==> src/design/cbe_pkg.sv <==
package cbe_pkg;

    // Datapath width of the Horner accumulators and coefficients.
    localparam int CW         = 26;
    localparam int QF         = 16;
    localparam int ONE_Q      = 65536;
    localparam int Y_LIM      = 262144;
    localparam int ROUND_HALF = 32768;
    localparam int QW         = 18;
    localparam int NW         = CW + QF;
    localparam int CHAIN_LEN  = 3;

    localparam logic [1:0] CFG_X1 = 2'd0;
    localparam logic [1:0] CFG_Y1 = 2'd1;
    localparam logic [1:0] CFG_X2 = 2'd2;
    localparam logic [1:0] CFG_Y2 = 2'd3;

    typedef enum logic [1:0] {
        MODE_CURVE_X,
        MODE_SLOPE_X,
        MODE_CURVE_Y
    } mode_t;

    typedef enum logic [3:0] {
        ST_IDLE,
        ST_NX_ISSUE,
        ST_NX_SLOPE,
        ST_NX_WAIT,
        ST_DIV,
        ST_BS_ISSUE,
        ST_BS_WAIT,
        ST_Y_ISSUE,
        ST_Y_WAIT,
        ST_DONE
    } state_t;

    typedef struct packed {
        logic                 valid;
        mode_t                mode;
        logic [16:0]          t;
        logic signed [CW-1:0] acc;
    } lane_t;

    typedef struct packed {
        logic signed [CW-1:0] ax;
        logic signed [CW-1:0] bx;
        logic signed [CW-1:0] cx;
        logic signed [CW-1:0] ax3;
        logic signed [CW-1:0] bx2;
        logic signed [CW-1:0] ay;
        logic signed [CW-1:0] by;
        logic signed [CW-1:0] cy;
    } coef_t;

    typedef struct packed {
        logic busy;
        logic done;
        logic ovf;
    } div_status_t;

    function automatic logic [16:0] sat_x(input logic [16:0] v);
        if (v > 17'(ONE_Q))
            return 17'(ONE_Q);
        return v;
    endfunction

    function automatic logic signed [19:0] sat_y(input logic [19:0] v);
        logic signed [19:0] sv;
        sv = signed'(v);
        if (sv < -Y_LIM)
            return 20'(-Y_LIM);
        if (sv > Y_LIM)
            return 20'(Y_LIM);
        return sv;
    endfunction

    function automatic logic signed [19:0] clamp_y(input logic signed [CW-1:0] v);
        if (v < -Y_LIM)
            return 20'(-Y_LIM);
        if (v > Y_LIM)
            return 20'(Y_LIM);
        return v[19:0];
    endfunction

    // Value that enters the first cell's accumulator.
    function automatic logic signed [CW-1:0] issue_acc(input mode_t m, input coef_t c);
        case (m)
            MODE_CURVE_X: return c.ax;
            MODE_CURVE_Y: return c.ay;
            default:      return '0;
        endcase
    endfunction

    // Coefficient that cell k adds after its multiply, for a given evaluation.
    function automatic logic signed [CW-1:0] cell_coef(input int k, input mode_t m,
                                                       input coef_t c);
        logic signed [CW-1:0] r;
        r = '0;
        case (k)
            0: begin
                case (m)
                    MODE_CURVE_X: r = c.bx;
                    MODE_SLOPE_X: r = c.ax3;
                    MODE_CURVE_Y: r = c.by;
                    default:      r = '0;
                endcase
            end
            1: begin
                case (m)
                    MODE_CURVE_X: r = c.cx;
                    MODE_SLOPE_X: r = c.bx2;
                    MODE_CURVE_Y: r = c.cy;
                    default:      r = '0;
                endcase
            end
            default: begin
                if (m == MODE_SLOPE_X)
                    r = c.cx;
                else
                    r = '0;
            end
        endcase
        return r;
    endfunction

endpackage

==> src/design/cbe_cell.sv <==
module cbe_cell
    import cbe_pkg::*;
(
    input  logic                 clk,
    input  logic                 rst_n,
    input  lane_t                lane_in,
    input  logic signed [CW-1:0] coef,
    output lane_t                lane_out
);

    localparam int PW = CW + 18;

    logic signed [PW-1:0] prod;
    logic signed [PW-1:0] rnd;
    logic signed [CW-1:0] acc_next;
    logic                 valid_reg;
    mode_t                mode_reg;
    logic [16:0]          t_reg;
    logic signed [CW-1:0] acc_reg;

    // Product rounded to nearest, halves upward, then the next coefficient.
    always_comb
    begin
        prod     = lane_in.acc * $signed({1'b0, lane_in.t});
        rnd      = prod + PW'(ROUND_HALF);
        acc_next = CW'(rnd >>> QF) + coef;
    end

    always_ff @(posedge clk or negedge rst_n)
    begin
        if (!rst_n)
            valid_reg <= 1'b0;
        else
            valid_reg <= lane_in.valid;
    end

    always_ff @(posedge clk)
    begin
        mode_reg <= lane_in.mode;
        t_reg    <= lane_in.t;
        acc_reg  <= acc_next;
    end

    assign lane_out.valid = valid_reg;
    assign lane_out.mode  = mode_reg;
    assign lane_out.t     = t_reg;
    assign lane_out.acc   = acc_reg;

endmodule

==> config.mk <==
export PLATFORM = sky130hd
export DESIGN_NAME = cbe_cell
export DESIGN_NICKNAME = d
export VERILOG_FILES = /design/src/design/cbe_pkg.sv /design/src/design/cbe_cell.sv
export SDC_FILE = /design/constraint.sdc
export NUM_CORES = 1
export LEC_CHECK = 0
export ABC_AREA = 1
export ABC_CLOCK_PERIOD_IN_PS = 800
export BUFFER_PORTS_ARGS = -buffer_cell sky130_fd_sc_hd__buf_2
export CAP_MARGIN = 40
export CORE_UTILIZATION = 65
export CTS_CLUSTER_SIZE = 30
export DETAILED_ROUTE_END_ITERATION = 12
export PLACE_DENSITY = 0.85
export SLEW_MARGIN = 15
export SYNTH_ARGS = -nofsm -noshare
export SYNTH_HDL_FRONTEND = slang
export SYNTH_SLANG_ARGS = --single-unit
==> constraint.sdc <==
create_clock -name clk -period 0.8 [get_ports clk]
set_clock_uncertainty 0.1 [all_clocks]
set_input_delay 0.08 -clock clk [delete_from_list [all_inputs] [get_ports clk]]
set_output_delay 0.08 -clock clk [all_outputs]
set_load 0.02 [all_outputs]
==> results of run 1 <==
[per-layer routing]
metal	global-route usage, %	overflow
met5	20.8	1
met4	84.2	53
met3	61.8	2
met2	97.2	100
met1	74.2	1
[synthesized netlist by cell type, types with 2 or more instances]
library cell and instances:
nand2_2 17, a21oi_1 67, a31oi_1 4, nand3_1 39
clkbuf_1 96, and2_1 2, nand3_2 5, inv_1 807
a31o_2 2, a21o_1 16, buf_1 2, nor2_1 90
xnor2_1 11, fa_1 419, o211ai_1 2, xor2_1 33
o21bai_1 10, ha_1 151, a21boi_0 2, nand4_1 9
buf_2 3, o21a_1 3, nor2_4 2, nor3_1 15
nand2_1 655, nand3b_1 3, o21ai_0 23, dfxtp_1 45
nor2_2 3, o31ai_1 2, buf_4 3
[cell families after synthesis]
| kind of cell | count (synthesis) |
|---|---|
| AO/OA/AOI/OAI | 133 |
| XOR/XNOR | 44 |
| adder cells (fa/ha/maj) | 570 |
| buffers and inverters | 914 |
| flip-flops | 46 |
| AND/OR/NAND/NOR | 846 |
[metrics by stage]
step                      instance area (um^2)  utilization (%)  hold slack [ps]
after global placement                   23200             80.1             -245
after floorplan                          20200                -             -316
after CTS                                25800             89.0            -78.5
after detailed placement                 23200             80.1             -241
[timing repair]
| item | 4_1_cts |
|---|---|
| gates cloned | 8 |
| hold buffers | 12 |
| endpoints found under the hold margin | 17 |
| setup endpoints to repair | 72 |
| buffers inserted | 48 |
| pin swaps | 194 |
| resized for setup | 535 |
==> flow_summary.toml, run 1 <==
[clocking]
cts_buffer_depth = 2
cts_made_buffers = 5
clock_sinks = 46
root_buffer = "clkbuf_16"
ctsHtreeMaxLevel = 2

[synthesis]
synth_cell_types = 43
synthXorXnorAreaFrac_pct = 2.00
synth_compound_gate_area_share_pct = 4.00
synth_top_family_by_area = "adder cells"
syn_inst = 2553
yosysTopAreaCellShare_pct = 43.6
synth_area_um2 = 19200
synth.area.mux_share_pct = 0
synth_seq_cells = 46
synth_ff_type = "dfxtp_1"
synth-seq-area-share_pct = 4.81
synth_fp_nets = 3197
synth.area.top_cells = "fa_1 (44%), inv_1 (16%), nand2_1 (13%), ha_1 (9.8%), dfxtp_1 (4.7%)"
synthAdderAreaFrac_pct = 53.4
syn_area_per_cell_um2 = 7.53
yosysTopAreaCell = "fa_1"
synthSimpleGateAreaFrac_pct = 17.8
synthArstFlopShare_pct = 2.17
synth_warnings = 0
synth-edff-count = 0

[place]
post-place-ws_ps = -6160
dp_hpwl_um = 49200
dp_cells = 3290
gp_congestion = 0.938
port_buffers = 119

[global_route]
grt_overflow_total = 157
grt_max_degree = 24
grt_usage_pct = 77.8

[floorplanning]
start_util_pct = 66.5
boundaryPins = 120
die_h_um = 174
die_w_um = 174
num_rows = 62

[outcome]
stop_error = "[ERROR GRT-0232] Routing congestion too high. Check the congestion heatmap in the GUI."
failed_stage = "global routing (5_1_grt)"
status = "aborted with a tool error"

[sta]
worstEpCategory = "register input"
worstEndpointGrtRepair = "acc_reg[25]$_DFF_P_/D"
==> run 2, diff against run 1 <==
- CORE_UTILIZATION: 65 -> 40
- CTS_CLUSTER_SIZE: 30 -> default
- PLACE_DENSITY: 0.85 -> default
- PLACE_DENSITY_LB_ADDON: default -> 0.15
==> run 2 against run 1 <==
Against the previous run: the flow now finishes, with violations (hold timing, setup timing); synthesized area unchanged; synthesized cell count unchanged.
==> flow_summary.toml, run 2 <==
[clocking]
hold_buffers = 13
root_buffer = "clkbuf_16"
ctsHtreeMaxLevel = 2
cts_made_buffers = 5
cts.clk_slew.worst_paths_ps = 90
cts_tree = "built"
cts_buffer_depth = 2
clock_sinks = 46

[sta]
setup_viol = 72
rsz0062_at_grt = "yes"
setup_tns_ps = -141530
worst_slew_margin_rel_pct = 77.2
drv_slew = 0
hold_slack_ps = -128
worst_pin_slew_ps = 340
fmax_ghz = 0.161
fin_crit_ps = 6200
finalHoldViolations = 3
fin_ws_ps = -5400
fin_crit_sh_pct = 775

[setup_path]
cp_max_fo = 6
path_common_cell = "fa_1"
critical_path_class = "in2reg"
setup.worst_path.end_class = "flop"
path_buf_inv = 10
critical_path_arrival_ps = 6360
required_ps = 960
start_kind = "input pin"
critPathTopFamily = "adder cells"
cp_slowest_stage_delay_ps = 580
slowest_stage = "fa_1"

[synthesis]
synthArstFlopShare_pct = 2.17
synth_area_um2 = 19200
synth_warnings = 0
synth_ff_type = "dfxtp_1"
synth_common_cells = "inv_1 (807), nand2_1 (655), fa_1 (419)"
synth_seq_cells = 46
syn_area_per_cell_um2 = 7.53
yosysTopAreaCellShare_pct = 43.6
yosysTopAreaCell = "fa_1"
syn_inst = 2553
synth.area.top_cells = "fa_1 (44%), inv_1 (16%), nand2_1 (13%), ha_1 (9.8%), dfxtp_1 (4.7%)"
synth_fp_nets = 3197
synth_cell_types = 43
synth-seq-area-share_pct = 4.81
synth-edff-count = 0
synth.most_common_cell = "inv_1"

[job]
maxCapViolations = 0

[global_route]
grt_overflow_total = 0
grt_pass1_vias = 18214
antenna_found_initial = 1
grt_pass1_wl_um = 95900
grt_max_degree = 24
grt_usage_pct = 25.0

[floorplanning]
die_w_um = 221
core_area_um2 = 47000
die-area_um2 = 49000
num_rows = 79
boundaryPins = 120
start_util_pct = 41.0
die_h_um = 221

[cells_and_area]
largest_reg_flops = 26
post-route-util_pct = 57.9
nets = 3656
drive_gt1_share_pct = 34.3
final_common_cell = "inv_1"
final_cell_mix = "inv_1 (743), nand2_1 (560), fa_1 (380)"
synthToLayoutAreaGrowth_pct = 41.4

[outcome]
violations = "hold timing, setup timing"
status = "finished with violations"

[route]
dr_total_vias = 16882
viasPerCell = 4.66
drt_iter0_drc = 751
drtAntennaViolNets = 0
totalWireLength_um = 59500
wire_per_inst_um = 16.4
drc = 0
first_pass_iters = 5

[place]
dp_hpwl_um = 48900
gp_congestion = 0.848
port_buffers = 119
post-place-ws_ps = -6110

[worst_hold_path]
whs_path_depth = 2
hold_start = "coef[0]"
min_path_type = "in2reg"
hold-path-endpoint = "acc_reg[0]$_DFF_P_"
## run 2: metal layers
metal | vias to the layer above | wire [um] | global-route usage (%)
met5 | - | 0 | 0
li1 | 8074 | - | -
met4 | 0 | 1500 | 4.04
met1 | 8437 | 24800 | 31.2
met2 | 308 | 30800 | 46.7
met3 | 63 | 2390 | 2.78
## run 2: timing repair
action,4_1_cts,5_1_grt
endpoints found under the setup margin,72,74
cloned,6,2
gates resized for setup,427,300
pin swaps,126,167
hold endpoints to repair,16,3
buffers inserted,45,41
## run 2: final cells by class
cell class                      count  area, um^2
Inverter                          809        3050
Antenna cell                        1        2.50
Multi-Input combinational cell   1593       17000
Sequential cell                    46         982
Clock buffer                        5         125
Clock inverter                      3        23.8
Tap cell                          607         759
Fill cell                        4236       19800
Timing Repair Buffer              557        5220
## run 2: cell families (layout without fill, tap and decap cells)
group           count (synthesis)  in the layout  synth area share, %
fa+ha+maj                     570            570                 53.4
compound gates                133            133                 4.00
xor+xnor                       44             44                 2.00
buf+inv                       914           1374                 17.9
other cells                     0              1                    0
flops                          46             46                 4.81
simple gates                  846            846                 17.8
## run 2: worst max path at each step
stage	endpoint	start	depth (start not counted)	slack (ps)
after floorplan	acc_reg[25]$_DFF_P_	lane_in[33]	32	-5170
after global placement	acc_reg[25]$_DFF_P_	lane_in[29]	33	-6100
after detailed placement	acc_reg[24]$_DFF_P_	lane_in[29]	32	-6110
after CTS	acc_reg[20]$_DFF_P_	lane_in[35]	30	-5410
after global routing	acc_reg[25]$_DFF_P_	lane_in[35]	37	-5690
final	acc_reg[19]$_DFF_P_	lane_in[29]	32	-5400
## run 2: per-stage QoR
step	hold WS, ps	instance area, um^2	std cells
floorplan	-316	20200	2553
global placement	-245	23600	3517
detailed placement	-244	23600	3517
CTS	-132	25900	3588
global route	-132	27200	3620
finish	-128	27200	3621
Power of run 2 is not shown: default switching activity piles up to over one toggle a cycle in this logic, so the estimate is an artifact.
