[src/design/cbe_pkg.sv]
package cbe_pkg;

    // Datapath width of the Horner accumulators and coefficients.
    localparam int CW         = 26;
    localparam int QF         = 16;
    localparam int ONE_Q      = 65536;
    localparam int Y_LIM      = 262144;
    localparam int ROUND_HALF = 32768;
    localparam int QW         = 18;
    localparam int NW         = CW + QF;
    localparam int CHAIN_LEN  = 3;

    localparam logic [1:0] CFG_X1 = 2'd0;
    localparam logic [1:0] CFG_Y1 = 2'd1;
    localparam logic [1:0] CFG_X2 = 2'd2;
    localparam logic [1:0] CFG_Y2 = 2'd3;

    typedef enum logic [1:0] {
        MODE_CURVE_X,
        MODE_SLOPE_X,
        MODE_CURVE_Y
    } mode_t;

    typedef enum logic [3:0] {
        ST_IDLE,
        ST_NX_ISSUE,
        ST_NX_SLOPE,
        ST_NX_WAIT,
        ST_DIV,
        ST_BS_ISSUE,
        ST_BS_WAIT,
        ST_Y_ISSUE,
        ST_Y_WAIT,
        ST_DONE
    } state_t;

    typedef struct packed {
        logic                 valid;
        mode_t                mode;
        logic [16:0]          t;
        logic signed [CW-1:0] acc;
    } lane_t;

    typedef struct packed {
        logic signed [CW-1:0] ax;
        logic signed [CW-1:0] bx;
        logic signed [CW-1:0] cx;
        logic signed [CW-1:0] ax3;
        logic signed [CW-1:0] bx2;
        logic signed [CW-1:0] ay;
        logic signed [CW-1:0] by;
        logic signed [CW-1:0] cy;
    } coef_t;

    typedef struct packed {
        logic busy;
        logic done;
        logic ovf;
    } div_status_t;

    function automatic logic [16:0] sat_x(input logic [16:0] v);
        if (v > 17'(ONE_Q))
            return 17'(ONE_Q);
        return v;
    endfunction

    function automatic logic signed [19:0] sat_y(input logic [19:0] v);
        logic signed [19:0] sv;
        sv = signed'(v);
        if (sv < -Y_LIM)
            return 20'(-Y_LIM);
        if (sv > Y_LIM)
            return 20'(Y_LIM);
        return sv;
    endfunction

    function automatic logic signed [19:0] clamp_y(input logic signed [CW-1:0] v);
        if (v < -Y_LIM)
            return 20'(-Y_LIM);
        if (v > Y_LIM)
            return 20'(Y_LIM);
        return v[19:0];
    endfunction

    // Value that enters the first cell's accumulator.
    function automatic logic signed [CW-1:0] issue_acc(input mode_t m, input coef_t c);
        case (m)
            MODE_CURVE_X: return c.ax;
            MODE_CURVE_Y: return c.ay;
            default:      return '0;
        endcase
    endfunction

    // Coefficient that cell k adds after its multiply, for a given evaluation.
    function automatic logic signed [CW-1:0] cell_coef(input int k, input mode_t m,
                                                       input coef_t c);
        logic signed [CW-1:0] r;
        r = '0;
        case (k)
            0: begin
                case (m)
                    MODE_CURVE_X: r = c.bx;
                    MODE_SLOPE_X: r = c.ax3;
                    MODE_CURVE_Y: r = c.by;
                    default:      r = '0;
                endcase
            end
            1: begin
                case (m)
                    MODE_CURVE_X: r = c.cx;
                    MODE_SLOPE_X: r = c.bx2;
                    MODE_CURVE_Y: r = c.cy;
                    default:      r = '0;
                endcase
            end
            default: begin
                if (m == MODE_SLOPE_X)
                    r = c.cx;
                else
                    r = '0;
            end
        endcase
        return r;
    endfunction

endpackage

[src/design/cbe_div.sv]
module cbe_div
    import cbe_pkg::*;
(
    input  logic              clk,
    input  logic              rst_n,
    input  logic              start,
    input  logic [NW-1:0]     num,
    input  logic [CW-1:0]     den,
    output logic [QW-1:0]     quot,
    output div_status_t       status
);

    localparam int SW  = CW + QW - 1;
    localparam int CNW = $clog2(QW + 1);

    logic             busy_reg, busy_next;
    logic             done_reg, done_next;
    logic             ovf_reg, ovf_next;
    logic [CNW-1:0]   cnt_reg, cnt_next;
    logic [NW-1:0]    rem_reg, rem_next;
    logic [SW-1:0]    dsh_reg, dsh_next;
    logic [QW-1:0]    q_reg, q_next;
    logic             ge;

    // One quotient bit per cycle, most significant first; a quotient that
    // needs more than QW bits is flagged at the start instead.
    always_comb
    begin
        busy_next = busy_reg;
        done_next = 1'b0;
        ovf_next  = ovf_reg;
        cnt_next  = cnt_reg;
        rem_next  = rem_reg;
        dsh_next  = dsh_reg;
        q_next    = q_reg;
        ge        = SW'(rem_reg) >= dsh_reg;
        if (start)
        begin
            ovf_next  = (SW + 1)'(num) >= {den, {QW{1'b0}}};
            rem_next  = num;
            dsh_next  = {den, {(QW - 1){1'b0}}};
            q_next    = '0;
            cnt_next  = CNW'(QW);
            busy_next = 1'b1;
        end
        else if (busy_reg)
        begin
            if (ge)
                rem_next = rem_reg - NW'(dsh_reg);
            q_next   = {q_reg[QW-2:0], ge};
            dsh_next = dsh_reg >> 1;
            cnt_next = cnt_reg - CNW'(1);
            if (cnt_reg == CNW'(1))
            begin
                busy_next = 1'b0;
                done_next = 1'b1;
            end
        end
    end

    always_ff @(posedge clk or negedge rst_n)
    begin
        if (!rst_n)
        begin
            busy_reg <= 1'b0;
            done_reg <= 1'b0;
            cnt_reg  <= '0;
        end
        else
        begin
            busy_reg <= busy_next;
            done_reg <= done_next;
            cnt_reg  <= cnt_next;
        end
    end

    always_ff @(posedge clk)
    begin
        ovf_reg <= ovf_next;
        rem_reg <= rem_next;
        dsh_reg <= dsh_next;
        q_reg   <= q_next;
    end

    assign quot        = q_reg;
    assign status.busy = busy_reg;
    assign status.done = done_reg;
    assign status.ovf  = ovf_reg;

endmodule

[config.mk]
export PLATFORM = sky130hd
export DESIGN_NAME = cbe_div
export DESIGN_NICKNAME = d
export VERILOG_FILES = /design/src/design/cbe_pkg.sv /design/src/design/cbe_div.sv
export SDC_FILE = /design/constraint.sdc
export NUM_CORES = 1
export LEC_CHECK = 0
export BUFFER_PORTS_ARGS = -buffer_cell sky130_fd_sc_hd__buf_2
export CORE_ASPECT_RATIO = 2
export CORE_MARGIN = 10
export CORE_UTILIZATION = 60
export DETAILED_ROUTE_END_ITERATION = 10
export PLACE_DENSITY = 0.79
export SKIP_CTS_REPAIR_TIMING = 1
export SYNTH_ARGS = -nofsm -noshare
export SYNTH_HDL_FRONTEND = slang
export SYNTH_SLANG_ARGS = --single-unit
[constraint.sdc]
create_clock -name clk -period 4.4 [get_ports clk]
set_clock_uncertainty 0.2 [all_clocks]
set_input_delay 0.66 -clock clk [delete_from_list [all_inputs] [get_ports clk]]
set_output_delay 0.66 -clock clk [all_outputs]
set_load 0.01 [all_outputs]
**After elaboration in Yosys (flattened, before gate mapping)**

Index checks and enable logic that the tools add are counted.

- $lt $le $gt $ge: 2
- Reduce and logical (&&, ||, !) cells: 3
- Muxes and demuxes: 13
- Eq/ne operators: 1
- $add $sub $neg: 2

Operators with widths:

| kind | number |
|---|---|
| 2-to-1 mux 42 bit | 3 |
| 2-to-1 mux 43 bit | 2 |
| >= comparator 42 x 44 -> 1 bit | 1 |
| >= comparator 42 x 43 -> 1 bit | 1 |
| subtractor 42 bit | 1 |
| 2-to-1 mux 5 bit | 2 |
| 2-to-1 mux 1 bit | 6 |
| equality test 5 x 1 -> 1 bit (second input constant) | 1 |
| subtractor 5 x 1 -> 5 bit (second input constant) | 1 |
| nonzero test 2 bit | 2 |
| AND reduction 2 bit | 1 |

- Logic and storage cells: 29
- Input port bits: 71
- Output and inout port bits: 21
- Register bits after elaboration: 111

**Depth between registers and ports, before layout**

- Word-level depth: 4
- Depth in mapped cells: 12

**Worst setup path before layout**

No wires, ideal clock.

- Path type: flip-flop to flip-flop
- Start: register rem_reg[20]
- End: register rem_reg[0] (enable)
- Arrival: 2.934 ns
- Path buffers: 1
- Slack: 0.860 ns
- Cell stages (with the launch flop): 10
- Cells stage by stage: edfxtp_1 -> ha_1 -> clkbuf_1 -> nand4_1 -> or4_1 -> nor4_1 -> a2111oi_0 -> a21oi_1 -> a31oi_1 -> nand2b_1

- Cells in the longest elaborated chain, start to end: 3

RTL lines:

| what | line | RTL |
|---|---|---|
| from (decl) | cbe_div.sv:20 | `logic [NW-1:0] rem_reg, rem_next;` |
| from (signal assigned) | cbe_div.sv:80 | `rem_reg <= rem_next;` |
| >= comparator 42 x 43 -> 1 bit | cbe_div.sv:36 | `ge = SW'(rem_reg) >= dsh_reg;` |
| nonzero test 2 bit (no line) | - |  |
| AND reduction 2 bit (no line) | - |  |

No other way between the ends.
A chain may end at the register's enable or synchronous reset.

**Worst setup path after layout**

- Start: register dsh_reg[28]
- End: register rem_reg[15] (enable)

- Cells in the longest elaborated chain, start to end: 3

RTL lines:

| what | line | RTL |
|---|---|---|
| from (decl) | cbe_div.sv:21 | `logic [SW-1:0] dsh_reg, dsh_next;` |
| from (signal assigned) | cbe_div.sv:81 | `dsh_reg <= dsh_next;` |
| >= comparator 42 x 43 -> 1 bit | cbe_div.sv:36 |  |
| nonzero test 2 bit (no line) | - |  |
| AND reduction 2 bit (no line) | - |  |

No other way between the ends.

==> key figures <==
Routing
  – Remaining DRCs: 0
  – Remaining antenna violation count: 0
  – Final wirelength: 20.2 mm
  – Drt initial violations: 342
  – DR vias: 6607
  – Vias per cell: 5.96
  – DRT Pass-1 Iters: 5
  – Wirelength per Cell: 18.2 um

Synth
  – Ys Warns: 0
  – Synth unique cells: 69
  – Share of the yosys chip area belonging to registers: 38.5%
  – Avg Inst Size Synth: 8.65 um2
  – Syn nets: 1026
  – Ys async rst share: 6.31%
  – Syn Std Cell Area: 0.00766 mm2
  – EDFF count, synth: 69
  – Synth Register Bits: 111
  – Main synth FF type: edfxtp_1
  – Post-Synthesis Cells: 886

Floorplan
  – Die area: 0.0180 mm2
  – Initial core utilization: 61.0%
  – IO Pins: 92
  – Site row count: 58
  – Die height: 180 um
  – Core area: 0.0126 mm2
  – Die Wd: 99.9 um

Timing
  – Final worst slack: 0.759 ns
  – Fin. Hold Viols: 0
  – Max frequency: 275 MHz
  – Unrepaired setup endpoints after global routing: false
  – Final Cycle Share: 82.7%
  – Max Slew Vio Count: 0
  – Setup Viol. Count Final: 0
  – Period minus WS final: 3.64 ns
  – Worst slew pin tran: 0.734 ns
  – Rel. slew slack: 51.1%
  – Setup TNS: 0 ns

Min path
  – Hold path depth: 2
  – Hold Crit Class: reg2reg

Clocking
  – Root Buffer: clkbuf_16
  – Clk slew on worst S/H paths: 0.08 ns
  – H-tree depth: 3
  – CTS Buffer Depth: 2
  – CTS Sinks: 111
  – Clk_lat worst skew: 0.36 ns
  – CTS tree: done
  – Inserted Clock Buffers: 9

Final layout
  – Commonest non-fill, non-tap cell in the layout: nand2_1
  – Register Area: 0.00295 mm2
  – Share of layout cells above drive strength 1: 13.3%
  – Non-filler cells, final: 1108
  – ANT cells: 0
  – Final core area utilization: 67.7%
  – Area added between synthesis and finish: 10.9%
  – Most frequent cells in the layout: nand2_1, buf_2, o21ai_0, inv_1
  – Layout net count: 1093
  – Fillers: 1100
  – Max reg flops: 43
  – Area of the multi-input gates: 0.00423 mm2

Setup path
  – Crit path capture type: register
  – Slowest stage cell, crit path: nand2b_2
  – Path depth of the worst reg2reg path: 12
  – CP Max Fanout: 24
  – Most frequent CP cell: nor4_1
  – R2r endpoint: rem_reg[15]$_DFFE_PP_
  – R2r setup slk: 0.76 ns
  – Worst reg2reg startpoint: dsh_reg[28]$_DFFE_PP_
  – Worst EP arrival: 3.50 ns
  – Setup crit start: dsh_reg[28]$_DFFE_PP_
  – Required @ worst endpoint: 4.26 ns
  – Max incr delay on CP: 0.46 ns
  – Setup CP Type: reg2reg
  – Worst Setup EP: rem_reg[15]$_DFFE_PP_
  – CP Cell Sequence: inv_1 > ha_1 > and3_1 > nand2_1 > nor4_1 > nand3_1 > nor4_1 > a2111oi_0 > a21oi_1 > a31oi_1 > nand2b_2 > buf_12
  – Startpoint Class: register

Power
  – Power density cells: 620 mW/mm2
  – Maximum VDD drop: 0.444 mV
  – Static leakage: 4.01 nW

Global routing
  – Antenna violations before repair: 0
  – First-pass GRT wire length: 32.8 mm
  – Vias in the first global route: 6911
  – Congestion Overflow GR: 0
  – Largest net degree at the start of global routing: 82
  – Total GRT Usage: 22.5%

Placed design
  – Placed insts: 1091
  – PortBufs: 91
  – Setup WS pre-CTS: 0.812 ns
  – RePlAce Congestion: 0.930
  – Post-DP HPWL: 15.7 mm

Run status
  – Outcome: completed

Run
  – Max cap viols: 0
==> cell usage after synthesis (11+ instances only) <==
cell type    n  area [um2]
nand2_1    123         462
o21ai_0     86         430
inv_1       83         312
edfxtp_1    69        2070
nor2_1      69         259
ha_1        68         851
a21oi_1     60         300
dfxtp_1     35         701
mux2i_1     34         340
clkbuf_1    25        93.8
xnor2_1     21         184
xor2_1      21         184
a21o_1      20         150
nand4_1     18         113
o21ai_1     12        60.1
nand3_1     11        55.1
==> area by class of cell <==
cell class	instances	share of cell area [%]
multi-input cells	652	49.7
flip-flops and latches	111	34.7
repair buffers	96	6.01
inverters	83	3.67
clock buffers	9	2.65
well taps	150	2.21
clock inverters	7	0.987
==> logic make-up after synthesis <==
family	Yosys count	share of synthesized area (%)
and+or+nand+nor	275	16.2
AOI/OAI and AO/OA	231	18.2
buffers and inverters	123	6.39
DFF	111	38.5
adders and majority gates	69	11.4
xor gates and xnor gates	42	4.80
muxes	35	4.59
==> through the flow <==
step                      instance area [um2]  total power [mW]  hold WS (ns)
after detailed placement                 8170              4.36         0.291
after global routing                     8490              5.64         0.344
after floorplan                          7660              3.68         0.164
after global placement                   8170              4.32         0.269
after CTS                                8480              5.24       -0.0853
final                                    8490              5.27         0.308
==> worst min path at each step <==
| stage | end | start | slack [ns] |
|---|---|---|---|
| 2_1_floorplan | busy_reg$_DFF_PN0_ | rst_n | 0.16 |
| 5_1_grt | dsh_reg[0]$_SDFFE_PP0P_ | dsh_reg[0]$_SDFFE_PP0P_ | 0.34 |
| 3_3_place_gp | quot[17]$_SDFFE_PP0P_ | quot[17]$_SDFFE_PP0P_ | 0.27 |
| 4_1_cts | done_reg$_DFF_PN0_ | rst_n | -0.09 |
| 3_5_place_dp | quot[17]$_SDFFE_PP0P_ | quot[17]$_SDFFE_PP0P_ | 0.29 |
| 6_report | dsh_reg[0]$_SDFFE_PP0P_ | dsh_reg[0]$_SDFFE_PP0P_ | 0.31 |
==> worst max-delay path: cells and delay by family, from the launching register on <==
kind / cells / cell delay [ns]
buffers and inverters: 2 / 0.32
DFF: 1 / 0.38
adders and majority gates: 1 / 0.36
AOI/OAI and AO/OA: 3 / 0.35
and+or+nand+nor: 6 / 1.73
==> report_power, final <==
part / internal, mW / total, mW / switching [mW] / leakage (nW)
combinational: 1.12 / 2.87 / 1.75 / 2.78
sequential: 1.45 / 1.55 / 0.103 / 1.09
clock: 0.410 / 0.853 / 0.443 / 0.150
total: 2.97 / 5.27 / 2.30 / 4.01
==> metal layers <==
metal | vias to the layer above | track usage (%) | share of wire (%)
met5 | - | 0 | 0
met4 | 0 | 12.0 | 4.7
met3 | 56 | 3.38 | 3.5
met2 | 178 | 43.3 | 57
met1 | 3125 | 21.6 | 35
li1 | 3248 | - | -
Power figures use the tool's default switching activity.
